<file path="src/rtl/jqqs_pkg.sv">
// Package for the JPEG quality quantizer scaler.
// Holds the quality-to-scale mapping and the reciprocal lookup tables.
// No dependencies.
`default_nettype none

package jqqs_pkg;

  localparam int unsigned BaseW  = 8;
  localparam int unsigned QualW  = 7;
  localparam int unsigned ScaleW = 13;
  localparam int unsigned ProdW  = 21;
  localparam int unsigned QuantW = 8;
  localparam int unsigned RecipW = 16;
  localparam int unsigned DcW    = 11;
  localparam int unsigned SramW  = 23;
  localparam int unsigned OutW   = 48;

  localparam logic [ProdW-1:0]  ROUND_BIAS  = ProdW'(50);
  localparam logic [ProdW-1:0]  SAT_LIMIT   = ProdW'(25600);
  localparam logic [ScaleW-1:0] DIV100_MULT = ScaleW'(5243);
  localparam logic [QualW-1:0]  QUAL_MIN    = QualW'(1);
  localparam logic [QualW-1:0]  QUAL_MAX    = QualW'(100);
  localparam logic [QualW-1:0]  QUAL_KNEE   = QualW'(50);
  localparam logic [ScaleW-1:0] SCALE_RESET = ScaleW'(20);

  typedef logic [49:0][ScaleW-1:0] scale_lut_t;
  typedef logic [255:0][RecipW-1:0] recip_lut_t;
  typedef logic [255:0][DcW-1:0] dc_lut_t;

  // 5000 / quality for quality 1..49; entry 0 is unused, as quality is clamped to 1 first.
  localparam scale_lut_t SCALE_LOW = {
    13'd102, 13'd104, 13'd106, 13'd108, 13'd111, 13'd113, 13'd116, 13'd119, 13'd121,
    13'd125, 13'd128, 13'd131, 13'd135, 13'd138, 13'd142, 13'd147, 13'd151, 13'd156,
    13'd161, 13'd166, 13'd172, 13'd178, 13'd185, 13'd192, 13'd200, 13'd208, 13'd217,
    13'd227, 13'd238, 13'd250, 13'd263, 13'd277, 13'd294, 13'd312, 13'd333, 13'd357,
    13'd384, 13'd416, 13'd454, 13'd500, 13'd555, 13'd625, 13'd714, 13'd833, 13'd1000,
    13'd1250, 13'd1666, 13'd2500, 13'd5000, 13'd5000
  };

  function automatic logic [ScaleW-1:0] scale_of(input logic [QualW-1:0] qual);
    logic [QualW-1:0] qc;
    qc = qual;
    if (qc < QUAL_MIN) qc = QUAL_MIN;
    if (qc > QUAL_MAX) qc = QUAL_MAX;
    if (qc < QUAL_KNEE) begin
      scale_of = SCALE_LOW[qc[5:0]];
    end else begin
      scale_of = ScaleW'(200) - {{(ScaleW-QualW-1){1'b0}}, qc, 1'b0};
    end
  endfunction

  // Shift-and-subtract quotient for building the tables at elaboration.
  function automatic int unsigned div_floor(input int unsigned num,
                                            input int unsigned den);
    int unsigned quo;
    int unsigned rem;
    int          b;
    quo = 0;
    rem = 0;
    for (b = 31; b >= 0; b--) begin
      rem = (rem << 1) | ((num >> b) & 32'd1);
      if (rem >= den) begin
        rem = rem - den;
        quo = quo | (32'd1 << b);
      end
    end
    return quo;
  endfunction

  // 65536 / q + 1, saturated to 16 bits.
  function automatic recip_lut_t build_recip();
    recip_lut_t  t;
    int unsigned r;
    int          i;
    t[0] = '1;
    for (i = 1; i < 256; i++) begin
      r = div_floor(65536, i) + 1;
      if (r > 65535) r = 65535;
      t[i] = RecipW'(r);
    end
    return t;
  endfunction

  // 1024 / q, truncated.
  function automatic dc_lut_t build_dc();
    dc_lut_t t;
    int      i;
    t[0] = '0;
    for (i = 1; i < 256; i++) begin
      t[i] = DcW'(div_floor(1024, i));
    end
    return t;
  endfunction

  localparam recip_lut_t RECIP_LUT = build_recip();
  localparam dc_lut_t    DC_LUT    = build_dc();

endpackage

`default_nettype wire

</file>
<file path="src/rtl/jpeg_quality_quant_scaler_top.sv">
// Top level of the JPEG quality quantizer scaler: four-stage pipeline.
// Depends on jqqs_pkg for the scale mapping and reciprocal tables.
//
// Usage:
//   in_*   : one base quantizer table entry per request (in_tdata[7:0]).
//   out_*  : one result per request, quantizer, SRAM word and DC reciprocal.
//   cfg_*  : 7-bit quality write, stored as its scale; always ready. Write only
//            while the pipeline is empty.
// Throughput is one request per cycle while out_tready is high; each of the
// four stages holds one request with a valid bit, set by the multiply, the
// divide-by-100 multiply, the clamp and the table lookup.
// When out_tready is low the last stage holds its result and the earlier
// stages keep filling bubbles, so input is still taken until all four stages
// are full. Nothing is lost or repeated across a stall.
// Reset (rst_n low, synchronous) empties the pipeline and sets quality to 90.
`default_nettype none

module jpeg_quality_quant_scaler_top (
  input  wire logic        clk,
  input  wire logic        rst_n,
  input  wire logic        in_tvalid,
  output logic             in_tready,
  input  wire logic [7:0]  in_tdata,   // [7:0] base_value
  output logic             out_tvalid,
  input  wire logic        out_tready,
  output logic [47:0]      out_tdata,  // [7:0] quant_value, [30:8] sram_word,
                                       // [41:31] dc_reciprocal, [47:42] zero
  input  wire logic        cfg_valid,
  output logic             cfg_ready,
  input  wire logic [6:0]  cfg_data    // quality
);

  logic [jqqs_pkg::ScaleW-1:0] scale_r;

  logic                        v1_r, v2_r, v3_r, v4_r;
  logic                        rdy1, rdy2, rdy3, rdy4;
  logic [jqqs_pkg::ProdW-1:0]  prod_r, prod_nxt;
  logic [27:0]                 mul_r, mul_nxt;
  logic                        sat_r;
  logic [jqqs_pkg::QuantW-1:0] q_r, q_nxt, q0;
  logic [jqqs_pkg::QuantW-1:0] quant_r;
  logic [jqqs_pkg::RecipW-1:0] recip_r;
  logic [jqqs_pkg::DcW-1:0]    dc_r;

  assign cfg_ready = 1'b1;

  always_ff @(posedge clk) begin
    if (!rst_n) begin
      scale_r <= jqqs_pkg::SCALE_RESET;
    end else if (cfg_valid && cfg_ready) begin
      scale_r <= jqqs_pkg::scale_of(cfg_data);
    end
  end

  assign rdy4      = !v4_r || out_tready;
  assign rdy3      = !v3_r || rdy4;
  assign rdy2      = !v2_r || rdy3;
  assign rdy1      = !v1_r || rdy2;
  assign in_tready = rdy1;

  assign prod_nxt = jqqs_pkg::ProdW'(in_tdata) * jqqs_pkg::ProdW'(scale_r)
                    + jqqs_pkg::ROUND_BIAS;
  assign mul_nxt  = 28'(prod_r[14:0]) * 28'(jqqs_pkg::DIV100_MULT);
  assign q0       = mul_r[26:19];

  always_comb begin
    if (sat_r) begin
      q_nxt = '1;
    end else if (q0 == '0) begin
      q_nxt = jqqs_pkg::QuantW'(1);
    end else begin
      q_nxt = q0;
    end
  end

  always_ff @(posedge clk) begin
    if (!rst_n) begin
      v1_r <= 1'b0;
      v2_r <= 1'b0;
      v3_r <= 1'b0;
      v4_r <= 1'b0;
    end else begin
      if (rdy1) v1_r <= in_tvalid;
      if (rdy2) v2_r <= v1_r;
      if (rdy3) v3_r <= v2_r;
      if (rdy4) v4_r <= v3_r;
    end
  end

  always_ff @(posedge clk) begin
    if (rdy1 && in_tvalid) prod_r <= prod_nxt;
    if (rdy2 && v1_r) begin
      mul_r <= mul_nxt;
      sat_r <= (prod_r >= jqqs_pkg::SAT_LIMIT);
    end
    if (rdy3 && v2_r) q_r <= q_nxt;
    if (rdy4 && v3_r) begin
      quant_r <= q_r;
      recip_r <= jqqs_pkg::RECIP_LUT[q_r];
      dc_r    <= jqqs_pkg::DC_LUT[q_r];
    end
  end

  assign out_tvalid = v4_r;
  assign out_tdata  = {6'b0, dc_r, quant_r[7:1], recip_r, quant_r};

`ifndef ASSERT_OFF
  a_quant_nonzero: assert property (@(posedge clk) disable iff (!rst_n)
    out_tvalid |-> (out_tdata[7:0] != 8'd0))
    else $error("quantizer of zero at output");

  a_sram_half: assert property (@(posedge clk) disable iff (!rst_n)
    out_tvalid |-> (out_tdata[30:24] == out_tdata[7:1]))
    else $error("sram word half quantizer mismatch");

  a_dc_range: assert property (@(posedge clk) disable iff (!rst_n)
    out_tvalid |-> (out_tdata[41:31] >= 11'd4 && out_tdata[41:31] <= 11'd1024))
    else $error("dc reciprocal out of range");

  a_stage_hold: assert property (@(posedge clk) disable iff (!rst_n)
    (v3_r && !rdy4) |=> (v3_r && $stable(q_r)))
    else $error("stalled clamp stage lost its request");

  a_scale_range: assert property (@(posedge clk) disable iff (!rst_n)
    scale_r <= jqqs_pkg::ScaleW'(5000))
    else $error("scale out of range");
`endif

endmodule

`default_nettype wire
</file>
<file path="config.mk">
export PLATFORM = sky130hd
export DESIGN_NAME = jpeg_quality_quant_scaler_top
export DESIGN_NICKNAME = d
export VERILOG_FILES = /design/src/rtl/jqqs_pkg.sv /design/src/rtl/jpeg_quality_quant_scaler_top.sv
export SDC_FILE = /design/constraint.sdc
export NUM_CORES = 1
export LEC_CHECK = 0
export BUFFER_PORTS_ARGS = -buffer_cell sky130_fd_sc_hd__buf_2
export CORE_AREA = 10 10 154 213
export CTS_CLUSTER_DIAMETER = 30
export DETAILED_ROUTE_END_ITERATION = 6
export DIE_AREA = 0 0 164 223
export PLACE_DENSITY = 0.65
export SLEW_MARGIN = 30
export SYNTH_ARGS = -nofsm -noshare
export SYNTH_HDL_FRONTEND = slang
export SYNTH_SLANG_ARGS = --single-unit
</file>
<file path="constraint.sdc">
create_clock -name clk -period 9.77 [get_ports clk]
set_input_delay 0.4885 -clock clk [delete_from_list [all_inputs] [get_ports clk]]
set_output_delay 0.4885 -clock clk [all_outputs]
set_load 0.03 [all_outputs]
</file>
==> impl_metrics.env <==
export IMPL_multi_input_area_um2=10200
export IMPL_synth_area_per_cell_um2=8.49
export IMPL_layout_drive_gt1_share_pct=7.69
export IMPL_io_pins=71
export IMPL_syn_inst=1675
export IMPL_fill_cells=2845
export IMPL_setup_slack_ps=4360
export IMPL_clock_path_buffers=2
export IMPL_setup_tns_ps=0
export IMPL_layout_common_cells="inv_1, ha_1, nand2_1"
export IMPL_synth_cell_types=79
export IMPL_wire_per_inst_um=18.7
export IMPL_fin_hold_ws_ps=385
export IMPL_final_common_cell="inv_1"
export IMPL_yosysWarnings=0
export IMPL_fin_crit_ps=5410
export IMPL_area_growth_pct=5.52
export IMPL_worstPathMaxFanout=8
export IMPL_antenna_left=0
export IMPL_grt_start_max_net_pins=77
export IMPL_max_freq_ghz=0.185
export IMPL_ys_seq_area_share_pct=17.8
export IMPL_worstPathRequired_ps=9880
export IMPL_portBuffers=63
export IMPL_gp_congestion=1.02
export IMPL_start_util_pct=49.2
export IMPL_synth_main_ff_cell="edfxtp_1"
export IMPL_numClockSinks=90
export IMPL_hpwl_mm=29.5
export IMPL_relSlewSlack_pct=38.4
export IMPL_drt_iter0_drc=1189
export IMPL_cts_clk_slew_worst_paths_ps=70
export IMPL_async_reset_ff_share_pct=0
export IMPL_dieWidth_um=164
export IMPL_status="complete, no violations"
export IMPL_synth_seq_cells=90
export IMPL_min_path_type="input port to register"
export IMPL_drc=0
export IMPL_track_usage_pct=21.3
export IMPL_crit_type="register to register"
export IMPL_stdcell_area_um2=15000
export IMPL_hold_viol=0
export IMPL_coreArea_um2=28900
export IMPL_dieArea_um2=36600
export IMPL_dp_slack_ps=4350
export IMPL_antenna_found_initial=0
export IMPL_fin_nets=1998
export IMPL_rows=74
export IMPL_worst_setup_path_end_kind="register"
export IMPL_synth_edf_count=73
export IMPL_overflow=0
export IMPL_crit_arrival_ps=5520
export IMPL_grt_pass1_wl_mm=63.2
export IMPL_worstMarginPinSlew_ps=923
export IMPL_num_vias=12100
export IMPL_regArea_um2=2530
export IMPL_firstDrtPassIters=6
export IMPL_htreeDepth=3
export IMPL_cts_buffers=9
export IMPL_clock_skew_ps=7.39
export IMPL_post_cts_buffers=0
export IMPL_vias_per_cell=5.90
export IMPL_syn_area_um2=14200
export IMPL_finalWirelength_mm=38.3
export IMPL_cts_resized=0
export IMPL_period_share_pct=55.4
export IMPL_dpl_cell_area_um2=14600
export IMPL_drv_cap=0
export IMPL_cts_root_buf="clkbuf_16"
export IMPL_grt_pass1_vias=12200
export IMPL_setup_viol=0
export IMPL_rsz0062_at_grt="no"
export IMPL_hold_buffers=0
export IMPL_cts_tree="built"
export IMPL_fp_dieH_um=223
export IMPL_n_antenna_cell=0
export IMPL_start_kind="register"
export IMPL_clock_latency_ps=360
export IMPL_maxSlewViolCount=0
-- worst max-delay path, stage by stage, from the launching register on --
cell and delay, ps:
edfxtp_1 560, ha_1 390, fa_1 510, fa_1 520
inv_1 50, fa_1 470, fa_1 540, inv_1 40
ha_1 310, nand2_1 70, o21ai_0 130, a2111oi_2 430
o211ai_1 250, a21oi_2 330, nor2_1 80, a2111oi_0 410
nor2_1 70
-- synthesized netlist by cell type, drive strengths merged, types with 7 or more instances --
master	number	area, um2
buf	38	223
mux2i	10	100
o21a	7	52.6
xnor2	18	158
a221oi	7	67.6
edfxtp	73	2190
o22ai	11	68.8
nor2b	12	75.1
and2	80	500
xor2	7	61.3
nor3	21	105
a31oi	28	175
o221ai	10	87.6
a2111oi	8	82.6
or2	16	100
inv	260	976
a21o	7	52.6
nor2	92	345
o211ai	23	173
nand2	166	623
nand3	24	120
dfxtp	17	340
clkbuf	72	272
or3	7	43.8
and3	8	50.1
a311oi	11	96.3
a21oi	93	473
fa	137	2740
o21ai	101	509
ha	181	2260
nand2b	15	93.8
a211oi	36	275
-- sequential cells by signal, indices dropped and copies added, names as in the netlist --
register / flops
mul_r: 8
q_r: 8
v1_r: 1
scale_r: 13
quant_r: 8
recip_r: 16
out_tvalid: 1
dc_r: 11
v2_r: 1
prod_r: 21
sat_r: 1
v3_r: 1
-- cell type report --
| type | count | area share, % |
|---|---|---|
| Multi-Input combinational cell | 1216 | 68.2 |
| Sequential cell | 90 | 16.9 |
| Inverter | 264 | 6.64 |
| Tap cell | 380 | 3.17 |
| Timing Repair Buffer | 79 | 3.09 |
| Clock buffer | 9 | 1.50 |
| Clock inverter | 7 | 0.551 |
-- stage by stage --
stage	util (%)	std cells
2_1_floorplan	-	1680
3_3_place_gp	50.7	2027
3_5_place_dp	50.7	2027
4_1_cts	51.8	2043
5_1_grt	51.9	2045
6_report	51.9	2045
-- path summary, 6_finish.rpt --
kind                                  from          to  slack, ps  cells after the start
worst max-delay path            prod_r[10]   mul_r[22]       4360                     16
worst min-delay path                 rst_n  scale_r[4]        380                      2
worst max register to register  prod_r[10]   mul_r[22]       4360                     16
worst min register to register        v3_r  out_tvalid        500                      2
-- logic make-up after synthesis --
kind of cell    count (synthesis)  synth area share (%)
buf+inv                       374                  10.5
simple gates                  453                  15.0
xor+xnor                       25                  1.54
flops                          90                  17.8
compound gates                397                  18.3
mux                            16                  1.58
fa+ha+maj                     318                  35.2
other cells                     2                0.0528
-- metal layers --
| metal | routed length [um] | track usage, % |
|---|---|---|
| met3 | 2730 | 3.13 |
| met5 | 0 | 0 |
| met4 | 1600 | 9.71 |
| met1 | 15000 | 25.5 |
| met2 | 19000 | 36.6 |
Power is not shown: default switching activity piles up to over one toggle a cycle in this logic, so the estimate is an artifact.
